<file path="config.mk">
export PLATFORM = sky130hd
export DESIGN_NAME = split_radix_fft_output_index
export DESIGN_NICKNAME = d
export VERILOG_FILES = /design/src/sv/srfoi_pkg.sv /design/src/sv/split_radix_fft_output_index.sv /design/src/sv/srfoi_level.sv
export SDC_FILE = /design/constraint.sdc
export NUM_CORES = 1
export LEC_CHECK = 0
export BUFFER_PORTS_ARGS = -buffer_cell sky130_fd_sc_hd__buf_2
export CAP_MARGIN = 25
export CORE_ASPECT_RATIO = 2
export CORE_MARGIN = 1.5
export CORE_UTILIZATION = 46
export CTS_BUF_LIST = sky130_fd_sc_hd__clkbuf_16
export CTS_CLUSTER_DIAMETER = 120
export DETAILED_ROUTE_END_ITERATION = 10
export PLACE_DENSITY = 0.62
export SYNTH_ARGS = -nofsm -noshare
export SYNTH_HDL_FRONTEND = slang
export SYNTH_SLANG_ARGS = --single-unit
</file>
<file path="constraint.sdc">
create_clock -name i_clk -period 7.8 [get_ports i_clk]
set_clock_uncertainty 0.1 [all_clocks]
set_input_delay 1.56 -clock i_clk [delete_from_list [all_inputs] [get_ports i_clk]]
set_output_delay 1.56 -clock i_clk [all_outputs]
set_load 0.01 [all_outputs]
</file>
<file path="src/sv/srfoi_pkg.sv">
// Shared types, constant tables and base-case function for the FFT output index map.
package srfoi_pkg;

    localparam int LOG_MAX_SIZE_DEF = 16;
    localparam int LG_W             = 5;
    localparam int IND_W            = 16;
    localparam int FREQ_W           = 16;
    localparam int BASE_W           = 7;

    localparam logic [LG_W-1:0] LG_RESET     = 5'd7;
    localparam logic [LG_W-1:0] MIN_LG_CPLX  = 5'd4;
    localparam logic [LG_W-1:0] MIN_LG_REAL  = 5'd5;

    typedef enum logic [1:0] {
        ST_OK           = 2'd0,
        ST_BAD_SIZE     = 2'd1,
        ST_OUT_OF_RANGE = 2'd2
    } t_status;

    // Control group that travels with each item down the walk.
    typedef struct packed {
        t_status              status;
        logic                 real_ph;
        logic [LG_W-1:0]      size_lg;
        logic [LG_W-1:0]      lg;
        logic [IND_W-1:0]     ind;
    } t_walk;

    localparam logic [3:0] PERM16 [16] = '{4'd0, 4'd8, 4'd12, 4'd4, 4'd14, 4'd6, 4'd2, 4'd10,
                                           4'd15, 4'd7, 4'd3, 4'd11, 4'd13, 4'd5, 4'd1, 4'd9};
    localparam logic [2:0] PERM8  [8]  = '{3'd0, 3'd4, 3'd6, 3'd2, 3'd7, 3'd3, 3'd5, 3'd1};
    localparam logic [1:0] PERM4  [4]  = '{2'd0, 2'd2, 2'd3, 2'd1};
    localparam logic [4:0] REAL32 [16] = '{5'd0, 5'd30, 5'd31, 5'd29, 5'd8, 5'd14, 5'd15, 5'd13,
                                           5'd12, 5'd22, 5'd23, 5'd21, 5'd4, 5'd6, 5'd7, 5'd5};

    localparam logic signed [2:0] OFF8 [8] = '{3'(0), 3'(-4), 3'(-2), 3'(2),
                                               3'(-1), 3'(3), 3'(-3), 3'(1)};
    localparam logic signed [1:0] OFF4 [4] = '{2'(0), 2'(-2), 2'(-1), 2'(1)};
    localparam logic signed [2:0] OFFR [4] = '{3'(0), 3'(-2), 3'(-1), 3'(-3)};

    // Complex base case for 16 to 128 points: a 4xk transpose followed by a table read.
    function automatic logic [BASE_W-1:0] base_c(input logic [BASE_W-1:0] ind,
                                                 input logic [LG_W-1:0] lg);
        logic [3:0]        t;
        logic [2:0]        r;
        logic [BASE_W-1:0] msk;
        logic [BASE_W-1:0] sum;
        logic signed [1:0] o4;
        t   = '0;
        r   = '0;
        msk = '0;
        sum = '0;
        o4  = '0;
        case (lg)
            5'd4: begin
                o4  = OFF4[ind[1:0]];
                sum = {3'b000, PERM4[ind[3:2]], 2'b00} + {{5{o4[1]}}, o4};
                msk = 7'h0F;
            end
            5'd5: begin
                t   = {2'b00, PERM4[ind[3:2]]};
                r   = {ind[4], ind[1:0]};
                msk = 7'h1F;
            end
            5'd6: begin
                t   = {1'b0, PERM8[ind[4:2]]};
                r   = {ind[5], ind[1:0]};
                msk = 7'h3F;
            end
            default: begin
                t   = PERM16[ind[5:2]];
                r   = {ind[6], ind[1:0]};
                msk = 7'h7F;
            end
        endcase
        if (lg != 5'd4) begin
            sum = {t, 3'b000} + {{4{OFF8[r][2]}}, OFF8[r]};
        end
        return sum & msk;
    endfunction

endpackage

</file>
<file path="src/sv/split_radix_fft_output_index.sv">
// Top level of the split-radix FFT output slot to frequency index map.
//
//  channel   direction  contents                                   handshake
//  s_axis    in         tdata: slot_index; tuser: mode             tvalid/tready
//  m_axis    out        tdata: freq_index; tuser: status           tvalid/tready
//  cfg       in         i_cfg_data: log_size                       i_cfg_valid/o_cfg_ready
//
// One transaction is taken on s_axis in every cycle when m_axis is not stalled. Each item
// passes through an input decode register, (LOG_MAX_SIZE-5)/2 split levels (five at the
// default), a base-case stage and the output register. Every stage has its own valid bit and
// moves when the stage after it is empty or moving, so bubbles close up and a stall on m_axis
// holds every item. Reset is synchronous, active low, empties the pipeline and sets log_size
// to 7. Configuration is always ready, read on entry.
module split_radix_fft_output_index #(
    parameter int LOG_MAX_SIZE = srfoi_pkg::LOG_MAX_SIZE_DEF
) (
    input  logic        i_clk,
    input  logic        i_rst_n,
    // Input stream.
    input  logic        s_axis_tvalid,
    output logic        s_axis_tready,
    input  logic [15:0] s_axis_tdata,   // [15:0] slot_index
    input  logic        s_axis_tuser,   // [0] mode
    // Output stream.
    output logic        m_axis_tvalid,
    input  logic        m_axis_tready,
    output logic [15:0] m_axis_tdata,   // [15:0] freq_index
    output logic [1:0]  m_axis_tuser,   // [1:0] status
    // Configuration write channel.
    input  logic        i_cfg_valid,
    output logic        o_cfg_ready,
    input  logic [4:0]  i_cfg_data      // [4:0] log_size
);

    // Datapath width for offsets and results; at least one bit wider than the base-case value.
    localparam int DW   = (LOG_MAX_SIZE < 8) ? 8 : LOG_MAX_SIZE;
    localparam int SW   = $clog2(LOG_MAX_SIZE + 1);
    localparam int NLVL = (LOG_MAX_SIZE > 6) ? (LOG_MAX_SIZE - 5) / 2 : 0;
    localparam int BW   = srfoi_pkg::BASE_W;
    localparam int FW   = srfoi_pkg::FREQ_W;

    // Configuration register.
    logic [srfoi_pkg::LG_W-1:0] r_log_size;

    assign o_cfg_ready = 1'b1;

    always_ff @(posedge i_clk) begin
        if (!i_rst_n) begin
            r_log_size <= srfoi_pkg::LG_RESET;
        end else if (i_cfg_valid && o_cfg_ready) begin
            r_log_size <= i_cfg_data;
        end
    end

    // Walk chain: point 0 is the decode register, point k+1 the output of level k.
    logic                 w_valid [NLVL+1];
    logic                 w_take  [NLVL+1];
    srfoi_pkg::t_walk     w_walk  [NLVL+1];
    logic [SW-1:0]        w_s     [NLVL+1];
    logic [DW-1:0]        w_d     [NLVL+1];

    // Input decode stage: size check first, then the index range check.
    logic                       r_v0;
    srfoi_pkg::t_walk           r_walk0;
    srfoi_pkg::t_walk           n_walk0;
    logic                       w_bad_size;
    logic                       w_oor;
    logic [srfoi_pkg::LG_W-1:0] w_lim;

    always_comb begin
        w_bad_size = (r_log_size < (s_axis_tuser ? srfoi_pkg::MIN_LG_REAL
                                                 : srfoi_pkg::MIN_LG_CPLX)) ||
                     (r_log_size > srfoi_pkg::LG_W'(LOG_MAX_SIZE));
        // The real ordering covers only the lower half of the slots.
        w_lim      = s_axis_tuser ? (r_log_size - 5'd1) : r_log_size;
        w_oor      = (s_axis_tdata >> w_lim) != '0;
        n_walk0.real_ph = s_axis_tuser;
        n_walk0.size_lg = r_log_size;
        n_walk0.lg      = r_log_size;
        n_walk0.ind     = s_axis_tdata;
        if (w_bad_size) begin
            n_walk0.status = srfoi_pkg::ST_BAD_SIZE;
        end else if (w_oor) begin
            n_walk0.status = srfoi_pkg::ST_OUT_OF_RANGE;
        end else begin
            n_walk0.status = srfoi_pkg::ST_OK;
        end
    end

    assign s_axis_tready = !r_v0 || w_take[0];

    always_ff @(posedge i_clk) begin
        if (!i_rst_n) begin
            r_v0 <= 1'b0;
        end else if (s_axis_tready) begin
            r_v0 <= s_axis_tvalid;
        end
        if (s_axis_tready && s_axis_tvalid) begin
            r_walk0 <= n_walk0;
        end
    end

    assign w_valid[0] = r_v0;
    assign w_walk[0]  = r_walk0;
    assign w_s[0]     = '0;
    assign w_d[0]     = '0;

    // Split levels, one register stage each.
    for (genvar k = 0; k < NLVL; k++) begin : g_level
        srfoi_level #(
            .DW (DW),
            .SW (SW)
        ) u_level (
            .i_clk   (i_clk),
            .i_rst_n (i_rst_n),
            .i_valid (w_valid[k]),
            .o_ready (w_take[k]),
            .i_walk  (w_walk[k]),
            .i_s     (w_s[k]),
            .i_d     (w_d[k]),
            .o_valid (w_valid[k+1]),
            .i_ready (w_take[k+1]),
            .o_walk  (w_walk[k+1]),
            .o_s     (w_s[k+1]),
            .o_d     (w_d[k+1])
        );
    end

    // Base-case stage. The real ordering ends at 32 or 64 points; at 64 points the upper
    // half of the slots turns into a 16-point complex base case with one more offset.
    logic                 r_vb;
    srfoi_pkg::t_walk     r_walkb;
    logic [BW-1:0]        r_vb_v;
    logic [SW-1:0]        r_vb_s;
    logic [DW-1:0]        r_vb_d;
    logic [BW-1:0]        n_vb_v;
    logic [SW-1:0]        n_vb_s;
    logic [DW-1:0]        n_vb_d;
    srfoi_pkg::t_walk     w_bw;
    logic                 w_take_out;

    assign w_bw = w_walk[NLVL];

    always_comb begin
        n_vb_s = w_s[NLVL];
        n_vb_d = w_d[NLVL];
        if (w_bw.real_ph) begin
            if (w_bw.lg == 5'd6 && w_bw.ind[4]) begin
                n_vb_d = w_d[NLVL] + ({DW{1'b1}} << w_s[NLVL]);
                n_vb_s = w_s[NLVL] + SW'(2);
                n_vb_v = srfoi_pkg::base_c({3'b000, w_bw.ind[3:0]}, 5'd4);
            end else if (w_bw.lg == 5'd6) begin
                n_vb_v = {1'b0, srfoi_pkg::REAL32[w_bw.ind[3:0]], 1'b0};
            end else begin
                n_vb_v = {2'b00, srfoi_pkg::REAL32[w_bw.ind[3:0]]};
            end
        end else begin
            n_vb_v = srfoi_pkg::base_c(w_bw.ind[BW-1:0], w_bw.lg);
        end
    end

    assign w_take_out   = !m_axis_tvalid || m_axis_tready;
    assign w_take[NLVL] = !r_vb || w_take_out;

    always_ff @(posedge i_clk) begin
        if (!i_rst_n) begin
            r_vb <= 1'b0;
        end else if (w_take[NLVL]) begin
            r_vb <= w_valid[NLVL];
        end
        if (w_take[NLVL] && w_valid[NLVL]) begin
            r_walkb <= w_bw;
            r_vb_v  <= n_vb_v;
            r_vb_s  <= n_vb_s;
            r_vb_d  <= n_vb_d;
        end
    end

    // Output stage: shift the base value into place, add the gathered offset, keep log_size bits.
    logic          r_m_tvalid;
    logic [FW-1:0] r_m_tdata;
    logic [1:0]    r_m_tuser;
    logic [DW-1:0] w_res;
    logic [FW-1:0] w_freq;

    assign w_res = ((DW'(r_vb_v) << r_vb_s) + r_vb_d) & ~({DW{1'b1}} << r_walkb.size_lg);

    if (DW >= FW) begin : g_trunc
        assign w_freq = w_res[FW-1:0];
    end else begin : g_ext
        assign w_freq = {{(FW-DW){1'b0}}, w_res};
    end

    always_ff @(posedge i_clk) begin
        if (!i_rst_n) begin
            r_m_tvalid <= 1'b0;
        end else if (w_take_out) begin
            r_m_tvalid <= r_vb;
        end
        if (w_take_out && r_vb) begin
            r_m_tdata <= (r_walkb.status == srfoi_pkg::ST_OK) ? w_freq : '0;
            r_m_tuser <= r_walkb.status;
        end
    end

    assign m_axis_tvalid = r_m_tvalid;
    assign m_axis_tdata  = r_m_tdata;
    assign m_axis_tuser  = r_m_tuser;

endmodule

</file>
<file path="src/sv/srfoi_level.sv">
// One registered level of the split walk: an n/4 or n/8 split with its shift and offset, or a pass-through.
module srfoi_level #(
    parameter int DW = 16,
    parameter int SW = 5
) (
    input  logic                  i_clk,
    input  logic                  i_rst_n,
    input  logic                  i_valid,
    output logic                  o_ready,
    input  srfoi_pkg::t_walk      i_walk,
    input  logic [SW-1:0]         i_s,
    input  logic [DW-1:0]         i_d,
    output logic                  o_valid,
    input  logic                  i_ready,
    output srfoi_pkg::t_walk      o_walk,
    output logic [SW-1:0]         o_s,
    output logic [DW-1:0]         o_d
);

    logic                           r_valid;
    srfoi_pkg::t_walk               r_walk;
    logic [SW-1:0]                  r_s;
    logic [DW-1:0]                  r_d;

    srfoi_pkg::t_walk               n_walk;
    logic [SW-1:0]                  n_s;
    logic [DW-1:0]                  n_d;

    logic [srfoi_pkg::LG_W-1:0]     w_sh;
    logic [1:0]                     w_r2;
    logic [2:0]                     w_r3;
    logic [srfoi_pkg::IND_W-1:0]    w_keep;
    logic signed [2:0]              w_off;

    assign o_ready = !r_valid || i_ready;

    always_comb begin
        n_walk = i_walk;
        n_s    = i_s;
        n_d    = i_d;
        w_sh   = i_walk.lg - 5'd3;
        w_r2   = 2'(i_walk.ind >> w_sh);
        w_r3   = 3'(i_walk.ind >> w_sh);
        w_keep = i_walk.ind & ~({srfoi_pkg::IND_W{1'b1}} << w_sh);
        w_off  = i_walk.real_ph ? srfoi_pkg::OFFR[w_r2] : srfoi_pkg::OFF8[w_r3];
        if (i_walk.status == srfoi_pkg::ST_OK) begin
            if ((i_walk.real_ph && i_walk.lg > 5'd6 && w_r2 == 2'd0) ||
                (!i_walk.real_ph && i_walk.lg > 5'd7 &&
                 (i_walk.ind >> (i_walk.lg - 5'd2)) == '0)) begin
                // Quarter split: only the shift grows.
                n_s       = i_s + SW'(2);
                n_walk.lg = i_walk.lg - 5'd2;
            end else if ((i_walk.real_ph && i_walk.lg > 5'd6) ||
                         (!i_walk.real_ph && i_walk.lg > 5'd7)) begin
                // Eighth split: an offset at the current shift, then the complex walk.
                n_walk.ind     = w_keep;
                n_walk.lg      = w_sh;
                n_walk.real_ph = 1'b0;
                n_d            = i_d + ({{(DW-3){w_off[2]}}, w_off} << i_s);
                n_s            = i_s + SW'(3);
            end
        end
    end

    always_ff @(posedge i_clk) begin
        if (!i_rst_n) begin
            r_valid <= 1'b0;
        end else if (o_ready) begin
            r_valid <= i_valid;
        end
        if (o_ready && i_valid) begin
            r_walk <= n_walk;
            r_s    <= n_s;
            r_d    <= n_d;
        end
    end

    assign o_valid = r_valid;
    assign o_walk  = r_walk;
    assign o_s     = r_s;
    assign o_d     = r_d;

endmodule

</file>
==> flow_summary.yaml, run 1 <==
worst_setup_path:
  cpLargestDelayFamily: "compound AO/OA/AOI/OAI gates"
  cp.required_ns: 8.04
  crit_path_frequent_cell: "ha_1"
  crit_slowest_cell: "ha_1"
  max_stage_delay_ns: 0.67
  worst_setup_path_start_kind: "flop"
  ff2ff_setup_slack_ns: 0.95
  r2r_start: "g_level[2].u_level.o_walk[17]"
  cp.arrival_ns: 7.09
  cp_max_fo: 15
  path_class: "flop to flop"
  endpoint_kind: "flop"
  crit_chain: "buf_4 > ha_1 > inv_1 > ha_1 > mux2i_1 > mux4_2 > mux2i_1 > nand3_1 > ha_1 > a21o_1 > a31oi_4 > nor3_1 > a311oi_2 > nor3_1 > ha_1 > nor2b_1 > o21ai_0 > a21boi_0 > o21ai_0 > a21boi_0 > o21ai_0 > a21boi_0 > o21a_1 > o31ai_1"
  worstRegToRegCells: 24
  crit_buf_inv: 2
  r2r_end: "g_level[3].u_level.o_d[12]"
floorplan:
  die_area_um2: 50600
  die_h_um: 317
  coreArea_um2: 48500
  placementRows: 114
  start_util_pct: 46.6
  dieWidth_um: 160
  io_pins: 48
cts:
  clock_latency_ns: 0.62
  cts_sinks: 312
  postCtsHoldBufs: 0
  cts_made_buffers: 30
  cts_root_buffer: "clkbuf_16"
  cts_post_setup_buffers_inserted: 0
  clockBufferDepth: 3
  cts_resized: 0
  clk_transition_reported_paths_ns: 0.07
  htree_levels: 1
  cts_tree: "done"
synthesis:
  synth-xor-area-share_pct: 4.41
  synth_area_um2: 22600
  ys_async_sr_fraction_pct: 0
  synth_fa_ha_area_share_pct: 9.28
  synth_edf_count: 299
  ys_ff_latch: 312
  syn_area_per_cell_um2: 9.96
  yosys.area_share.simple_pct: 13.5
  netlist-cell-type-count: 92
  synth_top_family_by_area: "compound AO/OA/AOI/OAI gates"
  synth_seq_area_share_pct: 40.9
  synthCells: 2269
  synthFlopType: "edfxtp_1"
  synth-compound-area-share_pct: 19.0
  ys_warn_count: 0
  synth_nets: 2457
  synth_mux_area_share_pct: 8.45
power:
  sw_frac_of_total_pct: 27.3
  ir_drop_mv: 0.172
  p_per_area_nw_per_um2: 169
  p_int_mw: 3.00
  p_seq_share_pct: 46.9
  comb_power_share_pct: 16.2
  finalPower_mw: 4.13
  clockPowerShare_pct: 36.9
  p_leak_nw: 9.41
  p_switching_mw: 1.13
sta:
  tns_ns: 0
  fmax_mhz: 146
  fin_crit_ns: 6.85
  slew_violations: 0
  rsz0062_at_grt: "false"
  setup_viol_count_final: 0
  slew_headroom_pct: 21.4
  worst_pin_slew_ns: 1.15
  fin_crit_sh_pct: 87.9
  hold_violations: 0
drt:
  remaining_drc_errors: 0
  drt_iter0_drc: 724
  post_drt_via_cell_ratio: 6.02
  first_pass_iters: 6
  routed_wl_mm: 61.9
  wire_per_inst_um: 21.1
  detail-route-antenna-nets: 0
  num_vias: 17644
final_layout:
  stdcell_area_um2: 24500
  nNetsFinal: 2458
  antenna_cells: 0
  area_growth_pct: 8.29
  post_route_cells_drive_above_1_share_pct: 10.7
  nFillCells: 4420
placement:
  gp_congestion: 0.964
  dp.final_hpwl_mm: 49.9
  port_buffers: 46
  placed_cell_area_um2: 23400
outcome:
  status: "complete, no violations"
min_path:
  hold_end: "g_level[1].u_level.o_walk[21]"
  whs_path_depth: 0
  min_path_type: "flop to flop"
  hold_start: "g_level[0].u_level.o_walk[21]"
global_routing:
  first_global_vias: 18087
  grt_pass1_wl_mm: 95.5
  antenna_found_initial: 0
  grt_max_degree: 51
  grt-ovfl-total: 0
  grt_use_total_pct: 24.5
job:
  maxCapViolations: 0
-- state kept, by name, summed over array words and instances (netlist names) --
name	cells
g_level.u_level.o_d	67
g_level.u_level.o_s	19
g_level.u_level.o_valid	5
g_level.u_level.o_walk	136
m_axis_tdata	16
m_axis_tuser	2
m_axis_tvalid	1
r_log_size	5
r_v0	1
r_vb	1
r_vb_d	16
r_vb_s	5
r_vb_v	7
r_walk0	24
r_walkb	7
-- per-stage QoR --
step | cells | worst slack [ns] | hold slack [ns] | util [%]
final | 2931 | 0.946 | 0.315 | 50.5
after global routing | 2931 | 0.442 | 0.329 | 50.5
after CTS | 2929 | 1.06 | 0.318 | 50.4
after detailed placement | 2874 | 1.14 | 0.305 | 48.3
after global placement | 2872 | 1.18 | 0.303 | 48.3
after floorplan | 2269 | 1.51 | 0.300 | -
-- power groups by stage --
stage          Sequential [mW]  Clock [mW]  Combinational [mW]
3_3_place_gp              1.97           0               0.646
2_1_floorplan             1.94           0               0.508
4_1_cts                   1.94        1.56               0.665
3_5_place_dp              1.97           0               0.662
5_1_grt                   1.94        1.61               0.739
6_report                  1.94        1.52               0.670
-- metal layers --
layer  vias up  track usage [%]  part of all wire, %
li1       8402                -                    -
met1      8445             17.3                   27
met2       519             53.4                   60
met3       278             1.95                  2.5
met4         0             22.8                   10
met5         -                0                    0
-- logic make-up after synthesis --
logic type / Yosys count
multiplexers: 135
AO/OA/AOI/OAI: 654
adder cells (fa/ha/maj): 161
AND/OR/NAND/NOR: 646
flip-flops: 312
XOR/XNOR: 113
buffers and inverters: 247
other: 1
-- cell usage after synthesis, types with 18 or more instances --
| cell type | instances | share of area [%] |
|---|---|---|
| mux2i_1 | 63 | 2.8 |
| a31oi_1 | 29 | 0.80 |
| clkbuf_1 | 70 | 1.2 |
| xor2_1 | 46 | 1.8 |
| edfxtp_1 | 299 | 40 |
| nor2_1 | 181 | 3.0 |
| o21ai_0 | 141 | 3.1 |
| a211oi_1 | 29 | 0.96 |
| xnor2_1 | 66 | 2.6 |
| a21oi_1 | 164 | 3.6 |
| o211ai_1 | 18 | 0.60 |
| buf_2 | 22 | 0.49 |
| a21boi_0 | 37 | 1.2 |
| nor3_1 | 72 | 1.6 |
| mux2_2 | 31 | 1.5 |
| nand2_1 | 188 | 3.1 |
| nand3_1 | 33 | 0.73 |
| nand2b_1 | 28 | 0.77 |
| inv_1 | 136 | 2.3 |
| mux4_2 | 39 | 3.9 |
| nor2b_1 | 37 | 1.0 |
| o31ai_1 | 19 | 0.63 |
| o21a_1 | 51 | 1.7 |
| ha_1 | 150 | 8.3 |
| a21o_1 | 28 | 0.93 |
-- layout by cell type, fill, tap and decap left out, types with 11 or more instances in the layout --
master,count
edfxtp_1,299
nand2_1,188
nor2_1,181
a21oi_1,164
ha_1,150
o21ai_0,141
inv_1,138
nor3_1,72
xnor2_1,66
mux2i_1,63
o21a_1,51
buf_2,47
xor2_1,46
mux4_2,39
a21boi_0,35
nor2b_1,34
nand3_1,33
mux2_2,31
clkbuf_16,30
a211oi_1,29
nand2b_1,28
a21o_1,28
a31oi_1,28
buf_4,28
o31ai_1,19
o211ai_1,18
or2_2,16
or3_1,16
and3_1,14
and2_1,14
o22ai_1,14
dfxtp_1,13
a311oi_1,11
fa_1,11
-- how the worst max path moves through the flow --
stage                                   from                          to  slack, ns  depth (start not counted)
4_1_cts        g_level[2].u_level.o_walk[17]  g_level[3].u_level.o_d[12]       1.06                         24
2_1_floorplan                  m_axis_tready   g_level[2].u_level.o_d[0]       1.51                          4
3_5_place_dp   g_level[2].u_level.o_walk[17]  g_level[3].u_level.o_d[12]       1.14                         24
5_1_grt        g_level[2].u_level.o_walk[17]  g_level[3].u_level.o_d[12]       0.44                         24
6_report       g_level[2].u_level.o_walk[17]  g_level[3].u_level.o_d[12]       0.95                         24
3_3_place_gp   g_level[2].u_level.o_walk[17]  g_level[3].u_level.o_d[12]       1.18                         24
-- final cells by class --
cell class | instances | area [um^2] | share of cell area (%)
timing repair buffer | 78 | 488 | 1.99
multi-input combinational | 1710 | 12400 | 50.7
clock inverter | 25 | 279 | 1.14
clock buffer | 30 | 751 | 3.07
sequential | 312 | 9240 | 37.7
tap | 638 | 798 | 3.26
inverter | 138 | 518 | 2.12
-- worst reg2reg max path: cells and delay by family (launching register included) --
kind,cells,cell delay [ns]
mux,3,0.83
compound gates,11,2.66
flops,1,0.32
simple gates,4,0.66
fa+ha+maj,4,1.71
buf+inv,2,0.27
Note: power is estimated with default switching activity, not from simulation.
==> run 2, diff against run 1 <==
CORE_MARGIN = 2   (was 1.5)
CTS_BUF_LIST = sky130_fd_sc_hd__clkbuf_4 sky130_fd_sc_hd__clkbuf_8   (was sky130_fd_sc_hd__clkbuf_16)
SLEW_MARGIN = 20   (was unset)
==> flow_summary.yaml, run 2 (synthesis gave the netlist of run 1 again) <==
outcome:
  status: "complete, no violations"
worst_setup_path:
  worst_setup_path_start_kind: "flop"
  cp.required_ns: 8.05
  path_class: "flop to flop"
  r2r_start: "g_level[2].u_level.o_walk[17]"
  crit_start: "g_level[2].u_level.o_walk[17]"
  endpoint_kind: "flop"
  crit_slowest_cell: "ha_1"
  crit_cells: 24
  cpLargestDelayFamily: "compound AO/OA/AOI/OAI gates"
  cp_max_fo: 15
  worstRegToRegCells: 24
  max_stage_delay_ns: 0.66
  crit_buf_inv: 2
  crit_path_frequent_cell: "ha_1"
  cp.arrival_ns: 7.05
  crit_chain: "buf_4 > ha_1 > inv_1 > ha_1 > mux2i_1 > mux4_2 > mux2i_1 > nand3_1 > ha_1 > a21o_1 > a31oi_4 > nor3_1 > a311oi_2 > nor3_1 > ha_1 > nor2b_1 > o21ai_0 > a21boi_0 > o21ai_0 > a21boi_0 > o21ai_0 > a21boi_0 > o21a_1 > o31ai_1"
global_routing:
  first_global_vias: 18053
  grt-ovfl-total: 0
  grt_use_total_pct: 23.9
  grt_pass1_wl_mm: 95.2
  grt_max_degree: 51
  antenna_found_initial: 1
drt:
  routed_wl_mm: 61.5
  post_drt_via_cell_ratio: 5.95
  wire_per_inst_um: 20.8
  first_pass_iters: 5
  num_vias: 17633
  detail-route-antenna-nets: 0
  drt_iter0_drc: 729
  remaining_drc_errors: 0
final_layout:
  final_cell_mix: "299 x edfxtp_1, 188 x nand2_1, 181 x nor2_1, 164 x a21oi_1, 150 x ha_1"
  multiInputGateArea_um2: 12400
  final_common_cell: "edfxtp_1"
  nFillCells: 4509
  stdcell_area_um2: 24500
  nNetsFinal: 2474
  post_route_cells_drive_above_1_share_pct: 11.6
  final-seq-area_um2: 9240
  area_growth_pct: 8.36
  largest_reg_flops: 136
sta:
  fin_crit_ns: 6.80
  hold_violations: 0
  rsz0062_at_grt: "false"
  worst_pin_slew_ns: 1.04
  fmax_mhz: 147
  slew_violations: 0
  fin_crit_sh_pct: 87.2
  slew_headroom_pct: 29.9
  tns_ns: 0
  setup_viol_count_final: 0
min_path:
  whs_path_depth: 0
  min_path_type: "flop to flop"
  hold_start: "g_level[2].u_level.o_walk[24]"
cts:
  cts_tree: "done"
  cts_sinks: 312
  postCtsHoldBufs: 0
  cts_resized: 0
  cts_post_setup_buffers_inserted: 0
  cts_root_buffer: "clkbuf_8"
  clock_latency_ns: 0.65
  clk_transition_reported_paths_ns: 0.07
  htree_levels: 2
  cts_made_buffers: 48
  clockBufferDepth: 3
floorplan:
  placementRows: 114
  die_h_um: 318
  dieWidth_um: 161
  start_util_pct: 46.6
  io_pins: 48
  die_area_um2: 51000
  coreArea_um2: 48500
job:
  maxCapViolations: 0
power:
  ir_drop_mv: 0.142
  p_per_area_nw_per_um2: 169
  p_leak_nw: 9.46
placement:
  port_buffers: 46
  gp_congestion: 0.960
  placed_cell_area_um2: 23400
  dp.final_hpwl_mm: 49.3
-- run 2: cell types whose count changed in the layout (fill, tap and decap cells not counted), moves of 2 or more --
cell | before | now
clkinv_1 | 5 | 12
clkinv_2 | 5 | 12
clkinvlp_4 | 4 | 0
bufinv_16 | 4 | 7
clkinv_4 | 3 | 0
clkbuf_16 | 30 | 0
clkbuf_4 | 1 | 7
inv_1 | 138 | 136
inv_6 | 2 | 0
clkbuf_8 | 0 | 49
-- run 2: area by class of cell --
class | count | area share, %
Clock inverter | 31 | 1.35
Multi-Input combinational cell | 1710 | 50.7
Inverter | 138 | 2.11
Clock buffer | 56 | 2.97
Antenna cell | 1 | 0.0102
Sequential cell | 312 | 37.7
Timing Repair Buffer | 76 | 1.93
Tap cell | 638 | 3.26
-- run 2: routing by layer --
layer / track usage [%] / vias up / share of wire, %
met5: 0 / - / 0
met4: 19.1 / 0 / 8.8
met3: 2.29 / 230 / 2.4
met1: 17.1 / 8478 / 28
met2: 52.3 / 471 / 61
li1: - / 8454 / -
-- run 2: metrics by stage --
stage                     setup WS [ns]  total power, mW  cells  util [%]  hold slack, ns
after floorplan                    1.51             2.45   2269         -           0.300
after global placement             1.29             2.62   2871      48.2           0.301
after detailed placement           1.12             2.63   2872      48.3           0.305
after CTS                          1.03             4.19   2959      50.5           0.323
after global routing              0.456             4.32   2962      50.5           0.331
final                              1.00             4.15   2962      50.5           0.320
-- run 2: where the power goes --
group	internal (mW)	switching, mW	leakage (nW)
Combinational	0.278	0.386	6.06
Sequential	1.88	0.0604	2.85
Clock	0.857	0.690	0.558
-- run 2: final timing paths --
kind                            slack [ns]                       endpoint
worst max-delay path                  1.00     g_level[3].u_level.o_d[12]
worst min-delay path                  0.32  g_level[3].u_level.o_walk[24]
worst max register to register        1.00     g_level[3].u_level.o_d[12]
worst min register to register        0.32  g_level[3].u_level.o_walk[24]
